### src/rtl/tdpc_pkg.sv
// ----------------------------------------------------------------------------
// tdpc_pkg
// Shared types and constants of the trial-division prime counter.
// ----------------------------------------------------------------------------
package tdpc_pkg;

  // fixed widths of the words on the channels
  localparam int unsigned VALUE_W = 32;
  localparam int unsigned COUNT_W = 32;

  localparam logic [COUNT_W-1:0] COUNT_MAX = '1;

  // primality tester sequencer
  typedef enum logic [1:0] {
    TST_IDLE,
    TST_CHECK,
    TST_WAIT,
    TST_REPORT
  } tst_state_t;

  // divider status back to the tester
  typedef struct packed {
    logic done;
    logic rem_zero;
  } div_stat_t;

  // tester verdict back to the top level
  typedef struct packed {
    logic done;
    logic prime;
  } tst_res_t;

endpackage

### src/rtl/tdpc_if.sv
// ----------------------------------------------------------------------------
// tdpc_if
// Valid/ready channels of the prime counter: input word and result word.
// ----------------------------------------------------------------------------
interface tdpc_in_if import tdpc_pkg::*; ();
  logic                      valid;
  logic                      ready;
  logic signed [VALUE_W-1:0] value;
  logic                      last_in_run;

  modport source (output valid, output value, output last_in_run, input ready);
  modport sink   (input valid, input value, input last_in_run, output ready);
endinterface

interface tdpc_out_if import tdpc_pkg::*; ();
  logic               valid;
  logic               ready;
  logic [COUNT_W-1:0] prime_count;

  modport source (output valid, output prime_count, input ready);
  modport sink   (input valid, input prime_count, output ready);
endinterface

### src/rtl/trial_division_prime_counter_core.sv
// ----------------------------------------------------------------------------
// trial_division_prime_counter_core
// Counts primes in runs of signed words and gives the count on the last word.
// ----------------------------------------------------------------------------
// One input word is worked on at a time. The low VALUE_BITS bits of value are
// read as a two's complement number; negative values, zero and one are
// reported as not prime without a division. Any other n is tested with
// divisors 2, 3, ... while d*d <= n, each divisor going through the
// bit-serial remainder unit, and testing stops at the first divisor that
// leaves no remainder.
// The count saturates at all ones and is cleared after each run's last word.
// The result word sits in an output register, so the next input word is
// taken while a count still waits to be read.
module trial_division_prime_counter_core import tdpc_pkg::*; #(
  parameter int unsigned VALUE_BITS = 32
) (
  input logic       clk,
  input logic       rst,
  tdpc_in_if.sink   item,
  tdpc_out_if.source result
);

  // control of the current word
  logic busy;
  logic last_l;
  logic pend;
  logic pend_prime;
  logic accept;
  logic commit;

  // run count and result register
  logic [COUNT_W-1:0] count;
  logic [COUNT_W-1:0] count_next;
  logic               out_valid;
  logic [COUNT_W-1:0] out_data;

  tst_res_t tst_res;

  assign item.ready = !busy;
  assign accept     = item.valid && !busy;

  // a finished last word waits only if the result register is still full
  assign commit = pend && (!last_l || !out_valid || result.ready);

  // saturating count including the word just tested
  assign count_next = (pend_prime && count != COUNT_MAX) ? count + COUNT_W'(1) : count;

  always_ff @(posedge clk) begin
    if (rst) begin
      busy      <= 1'b0;
      pend      <= 1'b0;
      count     <= '0;
      out_valid <= 1'b0;
    end else begin
      if (accept) begin
        busy <= 1'b1;
      end else if (commit) begin
        busy <= 1'b0;
      end

      if (tst_res.done) begin
        pend <= 1'b1;
      end else if (commit) begin
        pend <= 1'b0;
      end

      if (commit) begin
        count <= last_l ? '0 : count_next;
      end

      if (commit && last_l) begin
        out_valid <= 1'b1;
      end else if (result.ready) begin
        out_valid <= 1'b0;
      end
    end
  end

  always_ff @(posedge clk) begin
    if (accept) begin
      last_l <= item.last_in_run;
    end
    if (tst_res.done) begin
      pend_prime <= tst_res.prime;
    end
    if (commit && last_l) begin
      out_data <= count_next;
    end
  end

  assign result.valid       = out_valid;
  assign result.prime_count = out_data;

  tdpc_tester #(
    .VALUE_BITS (VALUE_BITS)
  ) u_tester (
    .clk   (clk),
    .rst   (rst),
    .start (accept),
    .value (item.value[VALUE_BITS-1:0]),
    .res   (tst_res)
  );

  // tester only reports for a word in flight that has not yet reported
  a_report_in_flight: assert property (@(posedge clk) disable iff (rst)
    tst_res.done |-> busy && !pend)
    else $error("tester verdict without a word in flight");

  // saturated count holds through the rest of the run
  a_count_saturates: assert property (@(posedge clk) disable iff (rst)
    commit && !last_l && count == COUNT_MAX |=> count == COUNT_MAX)
    else $error("run count wrapped");

  // a result appears only after a last word is committed
  a_result_on_last: assert property (@(posedge clk) disable iff (rst)
    $rose(out_valid) |-> $past(commit && last_l))
    else $error("result word without a finished last word");

  // an accepted word is held until its verdict comes back
  a_accept_busy: assert property (@(posedge clk) disable iff (rst)
    accept |=> busy && !pend)
    else $error("accepted word not held in flight");

endmodule

### src/rtl/tdpc_divider.sv
// ----------------------------------------------------------------------------
// tdpc_divider
// Bit-serial restoring remainder unit, one dividend bit per cycle.
// ----------------------------------------------------------------------------
module tdpc_divider import tdpc_pkg::*; #(
  parameter int unsigned N_BITS = 31,
  parameter int unsigned D_BITS = 17
) (
  input  logic              clk,
  input  logic              rst,
  input  logic              start,
  input  logic [N_BITS-1:0] dividend,
  input  logic [D_BITS-1:0] divisor,
  output div_stat_t         stat
);

  localparam int unsigned CNT_BITS = $clog2(N_BITS + 1);

  logic [CNT_BITS-1:0] cnt;
  logic                done;
  logic [N_BITS-1:0]   shreg;
  logic [D_BITS-1:0]   rem;
  logic [D_BITS-1:0]   dvs;

  logic [D_BITS:0]     trial;
  logic [D_BITS:0]     diff;
  logic [D_BITS-1:0]   rem_next;

  // shift in the next dividend bit, subtract when it fits
  assign trial    = {rem, shreg[N_BITS-1]};
  assign diff     = trial - {1'b0, dvs};
  assign rem_next = (trial >= {1'b0, dvs}) ? diff[D_BITS-1:0] : trial[D_BITS-1:0];

  always_ff @(posedge clk) begin
    if (rst) begin
      cnt  <= '0;
      done <= 1'b0;
    end else begin
      done <= 1'b0;
      if (start) begin
        cnt <= CNT_BITS'(N_BITS);
      end else if (cnt != '0) begin
        cnt <= cnt - CNT_BITS'(1);
        if (cnt == CNT_BITS'(1)) begin
          done <= 1'b1;
        end
      end
    end
  end

  always_ff @(posedge clk) begin
    if (start) begin
      shreg <= dividend;
      rem   <= '0;
      dvs   <= divisor;
    end else if (cnt != '0) begin
      shreg <= {shreg[N_BITS-2:0], 1'b0};
      rem   <= rem_next;
    end
  end

  assign stat.done     = done;
  assign stat.rem_zero = (rem == '0);

endmodule

### src/rtl/tdpc_tester.sv
// ----------------------------------------------------------------------------
// tdpc_tester
// Trial-division sequencer: steps divisors while d*d <= n over the divider.
// ----------------------------------------------------------------------------
module tdpc_tester import tdpc_pkg::*; #(
  parameter int unsigned VALUE_BITS = 32
) (
  input  logic                  clk,
  input  logic                  rst,
  input  logic                  start,
  input  logic [VALUE_BITS-1:0] value,
  output tst_res_t              res
);

  localparam int unsigned N_BITS = VALUE_BITS - 1;
  localparam int unsigned D_BITS = VALUE_BITS / 2 + 1;

  tst_state_t state, state_next;

  logic [N_BITS-1:0]     n;
  logic [D_BITS-1:0]     d;
  logic [VALUE_BITS-1:0] sq;
  logic                  prime;

  logic      trivial;
  logic      sq_over;
  logic      div_start;
  div_stat_t div_stat;

  // negative, zero and one are never prime
  assign trivial = value[VALUE_BITS-1] || (value[N_BITS-1:0] < N_BITS'(2));
  assign sq_over = (sq > {1'b0, n});

  always_comb begin
    state_next = state;
    unique case (state)
      TST_IDLE:   if (start) state_next = trivial ? TST_REPORT : TST_CHECK;
      TST_CHECK:  state_next = sq_over ? TST_REPORT : TST_WAIT;
      TST_WAIT:   if (div_stat.done) state_next = div_stat.rem_zero ? TST_REPORT : TST_CHECK;
      TST_REPORT: state_next = TST_IDLE;
      default:    state_next = TST_IDLE;
    endcase
  end

  always_comb begin
    div_start = 1'b0;
    res.done  = 1'b0;
    unique case (state)
      TST_CHECK:  div_start = !sq_over;
      TST_REPORT: res.done  = 1'b1;
      default:    ;
    endcase
  end

  assign res.prime = prime;

  always_ff @(posedge clk) begin
    if (rst) begin
      state <= TST_IDLE;
    end else begin
      state <= state_next;
    end
  end

  always_ff @(posedge clk) begin
    if (state == TST_IDLE && start) begin
      n     <= value[N_BITS-1:0];
      d     <= D_BITS'(2);
      sq    <= VALUE_BITS'(4);
      prime <= 1'b0;
    end else if (state == TST_CHECK && sq_over) begin
      prime <= 1'b1;
    end else if (state == TST_WAIT && div_stat.done && !div_stat.rem_zero) begin
      // (d+1)^2 = d^2 + 2d + 1
      d  <= d + D_BITS'(1);
      sq <= sq + VALUE_BITS'({d, 1'b1});
    end
  end

  tdpc_divider #(
    .N_BITS (N_BITS),
    .D_BITS (D_BITS)
  ) u_divider (
    .clk      (clk),
    .rst      (rst),
    .start    (div_start),
    .dividend (n),
    .divisor  (d),
    .stat     (div_stat)
  );

endmodule
### src/flat_wrapper.sv
// flat-port wrapper written by rule: the top's interface ports become plain ports
module trial_division_prime_counter_core_flat import tdpc_pkg::*;
#(
  parameter int unsigned VALUE_BITS = 32
)
  (clk, rst, item_valid, item_value, item_last_in_run, item_ready, result_valid, result_prime_count, result_ready);
  tdpc_in_if item_i ();
  tdpc_out_if result_i ();
  input logic clk;
  input logic rst;
  input wire logic [$bits(item_i.valid)-1:0] item_valid;
  input wire logic [$bits(item_i.value)-1:0] item_value;
  input wire logic [$bits(item_i.last_in_run)-1:0] item_last_in_run;
  output wire logic [$bits(item_i.ready)-1:0] item_ready;
  output wire logic [$bits(result_i.valid)-1:0] result_valid;
  output wire logic [$bits(result_i.prime_count)-1:0] result_prime_count;
  input wire logic [$bits(result_i.ready)-1:0] result_ready;
  assign item_i.valid = item_valid;
  assign item_i.value = item_value;
  assign item_i.last_in_run = item_last_in_run;
  assign item_ready = item_i.ready;
  assign result_valid = result_i.valid;
  assign result_prime_count = result_i.prime_count;
  assign result_i.ready = result_ready;
  trial_division_prime_counter_core #(.VALUE_BITS(VALUE_BITS)) u_core (.clk(clk), .rst(rst), .item(item_i), .result(result_i));
endmodule
### config.mk
export PLATFORM = sky130hd
export DESIGN_NAME = trial_division_prime_counter_core_flat
export DESIGN_NICKNAME = d
export VERILOG_FILES = /design/src/rtl/tdpc_pkg.sv /design/src/rtl/tdpc_if.sv /design/src/rtl/trial_division_prime_counter_core.sv /design/src/rtl/tdpc_divider.sv /design/src/rtl/tdpc_tester.sv /design/src/flat_wrapper.sv
export SDC_FILE = /design/constraint.sdc
export NUM_CORES = 1
export LEC_CHECK = 0
export BUFFER_PORTS_ARGS = -buffer_cell sky130_fd_sc_hd__buf_2
export CAP_MARGIN = 20
export CORE_MARGIN = 3
export CORE_UTILIZATION = 55
export CTS_BUF_LIST = sky130_fd_sc_hd__clkbuf_8
export DETAILED_ROUTE_END_ITERATION = 16
export MAX_ROUTING_LAYER = met4
export PLACE_DENSITY = 0.84
export RECOVER_POWER = 25
export SETUP_SLACK_MARGIN = 0.1
export SLEW_MARGIN = 10
export SYNTH_ARGS = -nofsm -noshare
export SYNTH_HDL_FRONTEND = slang
export SYNTH_SLANG_ARGS = --single-unit
### constraint.sdc
create_clock -name clk -period 6.04 [get_ports clk]
set_input_delay 0 -clock clk [delete_from_list [all_inputs] [get_ports clk]]
set_output_delay 0 -clock clk [all_outputs]
set_load 0.01 [all_outputs]
==> flow_summary.toml <==
[status]
status = "finished with violations"
violations = "capacitance limit, slew limit"

[timing]
max_freq_ghz = 0.278
fin_ws_ns = 2.44
slew_headroom = -0.0484
hold_violations = 0
worst_slew_pin_slew_ns = 1.57
setup_violations = 0
fin_crit_ns = 3.60
final_max_slew_viol_count = 35
fin_crit_sh = 0.596
rsz0062_at_grt = "false"
fin_hold_ws_ns = 0.0225
fin_setup_tns_ns = 0
skew_ns = 0.0144

[place]
port_buffers = 70
dp_slack_ns = 2.52
dp.cells = 1532
dpl_cell_area_mm2 = 0.0126
gp_congestion = 0.898
dp_hpwl_mm = 18.8

[floorplanning]
coreArea_mm2 = 0.0214
rows = 53
start_util = 0.569
io_pins = 71
die_area_mm2 = 0.0239
die_h_um = 155
die_w_um = 155

[synth]
seq_area_frac_synth = 0.460
ys_async_sr_fraction = 0
ys.flop_type = "edfxtp_1"
synthesis.area_mm2 = 0.0122
synthDistinctLibCells = 79
synth_warnings = 0
syn_nets = 1344
syn_avg_cell_area_um2 = 9.84
synth_cells = 1235
ys_ff_latch = 223
synth-edff-count = 113

[worst_hold_path]
min_path_type = "in -> reg"
min_path_cells = 3
min_to = "u_core.count[12]$_SDFFE_PP0P_"
min-delay-start = "rst"

[final_layout]
drive_above_1_share = 0.0826
multi_input_area_mm2 = 0.00598
fin_util = 0.634
instances_no_fill = 1631
nFillCells = 1692
num_antenna_cells = 0
fin_nets = 1438
seqCellArea_mm2 = 0.00560
area_growth_syn_to_layout_pct = 11.4
design_area_mm2 = 0.0135

[critical_path]
cp_data_required_time_ns = 6.22
start_kind = "register"
r2r_cells = 11
critPathArrivalTime_ns = 3.78
reg2reg_slack_ns = 2.44
critPathCaptureType = "register"
r2r-end = "u_core.u_tester.u_divider.shreg[24]$_DFFE_PP_"
worstReg2RegStart = "u_core.u_tester.n[27]$_DFFE_PP_"
path_class = "reg -> reg"
crit_path_max_fanout = 36

[grt]
grt_pass1_vias = 9597
antenna_found_initial = 0
grtUsageTotal = 0.244
grt_first_pass_wirelength_mm = 47.0
grt_max_degree = 45
overflow = 0

[detailed_routing]
dr.pass1.iters = 5
dr_total_vias = 9885
viasPerCell = 6.06
drcViolationCount = 0
detail-route-antenna-nets = 0
detail_route.wl_per_cell_um = 17.7
wl_mm = 28.8
first_iter_violations = 852

[clock_tree]
cts_max_level = 2
cts_resized = 0
cts_tree = "built"
cts_inserted_buffers = 35
clkTransAtPathRegs_ns = 0.07
cts-root-buf = "clkbuf_8"
clk_latency_ns = 0.54
clock_path_buffers = 3
clkSinkCount = 223

[power]
power_mw = 4.65
powerDensity_mw_per_mm2 = 344
peakVddDrop_mv = 0.225
p_leak_nw = 5.41

[run]
cap_violations = 1
-- how the worst max path moves through the flow --
stage | end | cells after the start | startpoint | slack (ns)
floorplan | u_core.u_tester.u_divider.shreg[0]$_SDFFCE_PN0P_ | 11 | u_core.u_tester.n[27]$_DFFE_PP_ | 2.71
global placement | u_core.u_tester.u_divider.shreg[25]$_DFFE_PP_ | 11 | u_core.u_tester.n[25]$_DFFE_PP_ | 2.60
detailed placement | u_core.u_tester.u_divider.shreg[24]$_DFFE_PP_ | 11 | u_core.u_tester.n[25]$_DFFE_PP_ | 2.52
CTS | u_core.u_tester.u_divider.shreg[24]$_DFFE_PP_ | 11 | u_core.u_tester.n[25]$_DFFE_PP_ | 2.49
global route | u_core.u_tester.u_divider.shreg[27]$_DFFE_PP_ | 11 | u_core.u_tester.n[27]$_DFFE_PP_ | 2.28
finish | u_core.u_tester.u_divider.shreg[24]$_DFFE_PP_ | 11 | u_core.u_tester.n[27]$_DFFE_PP_ | 2.44
-- critical path, cell delays in order, from the launching register on --
cell and delay [ns]:
edfxtp_1 0.39, inv_1 0.07, ha_1 0.22, nor2b_1 0.15, and3b_1 0.16, a211o_1 0.28, a221oi_2 0.31, a22oi_1 0.17
or3_2 0.54, buf_4 0.35, nand2_1 0.16, buf_4 0.40
-- layout make-up --
cell class | count | area share
multi-input cells | 877 | 0.442
flip-flops and latches | 223 | 0.413
repair buffers | 113 | 0.0501
clock buffers | 38 | 0.0386
well taps | 275 | 0.0254
inverters | 79 | 0.0219
clock inverters | 26 | 0.00823
-- routing by layer --
metal,part of all wire,up-vias,track usage
li1,-,4748,-
met1,0.42,4694,0.298
met2,0.49,369,0.407
met3,0.064,74,0.0420
met4,0.027,0,0.0887
met5,0,-,-
-- report_power, final --
| part | switching [mW] | internal, mW | total [mW] |
|---|---|---|---|
| Clock | 0.608 | 0.583 | 1.19 |
| Combinational | 0.784 | 0.622 | 1.41 |
| Sequential | 0.160 | 1.89 | 2.05 |
| Total | 1.55 | 3.10 | 4.65 |
-- synthesized netlist by cell type, types with 10 or more instances --
master	n	area, um^2
mux2i_1	10	100
ha_1	70	876
a31oi_1	15	93.8
o21a_1	12	90.1
xnor2_1	35	307
nor4_1	17	106
o21ai_0	48	240
dfxtp_1	110	2200
clkbuf_1	36	135
or3_1	29	181
a21oi_1	92	460
buf_2	10	50.1
nor2_1	90	338
nor3_1	26	130
nand2b_1	11	68.8
xor2_1	21	184
mux2_4	22	330
inv_1	77	289
a21o_1	16	120
nand4_1	24	150
nand3_1	46	230
nand2_1	103	387
o211ai_1	13	97.6
and3_1	16	100
edfxtp_1	113	3390
a211oi_1	10	75.1
nor2b_1	14	87.6
-- state kept, by name, summed over array words and instances, names as in the netlist --
signal	count
u_core.u_tester.u_divider.cnt	5
u_core.result.valid	1
u_core.u_tester.sq	32
u_core.u_tester.d	17
u_core.count	32
u_core.result.prime_count	32
u_core.u_tester.state	2
u_core.u_tester.prime	1
u_core.pend	1
u_core.u_tester.u_divider.rem	17
u_core.u_tester.n	31
u_core.u_tester.u_divider.done	1
u_core.busy	1
u_core.last_l	1
u_core.u_tester.u_divider.dvs	17
u_core.u_tester.u_divider.shreg	31
u_core.pend_prime	1
-- layout by cell type (no fill, tap or decap), types with 6 or more instances in the layout --
cell,Yosys,final
nor3_1,26,26
buf_4,2,7
ha_1,70,70
nor4_1,17,17
a211oi_1,10,10
nor2_1,90,89
o21ai_0,48,48
a21o_1,16,16
o31ai_1,9,9
o211ai_1,13,13
a311oi_1,9,9
mux2_2,7,7
nand2_1,103,103
mux2_4,22,22
or3_1,29,28
dlygate4sd3_1,0,35
and3_1,16,16
dfxtp_1,110,110
mux2i_1,10,10
a21oi_1,92,92
nand4_1,24,24
edfxtp_1,113,113
buf_2,10,6
nor2b_1,14,14
clkbuf_8,0,38
o21a_1,12,12
a31oi_1,15,15
nand2b_1,11,11
or4_1,9,9
inv_1,77,96
and4_1,9,9
clkbuf_1,36,64
nand3_1,46,46
xor2_1,21,21
xnor2_1,35,35
or2_2,6,6
-- repair_timing --
| action | 4_1_cts | 5_1_grt |
|---|---|---|
| hold buffers | 35 | 0 |
| buffers inserted | 0 | 0 |
| hold endpoints to repair | 39 | 0 |
-- logic make-up (layout without fill, tap and decap cells) --
logic type	count (synthesis)	count (layout)	share of synthesized area
simple gates	427	427	0.180
xor+xnor	56	56	0.0404
mux	41	41	0.0438
compound gates	281	281	0.152
flops	223	223	0.460
fa+ha+maj	72	72	0.0754
buf+inv	135	256	0.0479
(Power assumes the default switching activity.)
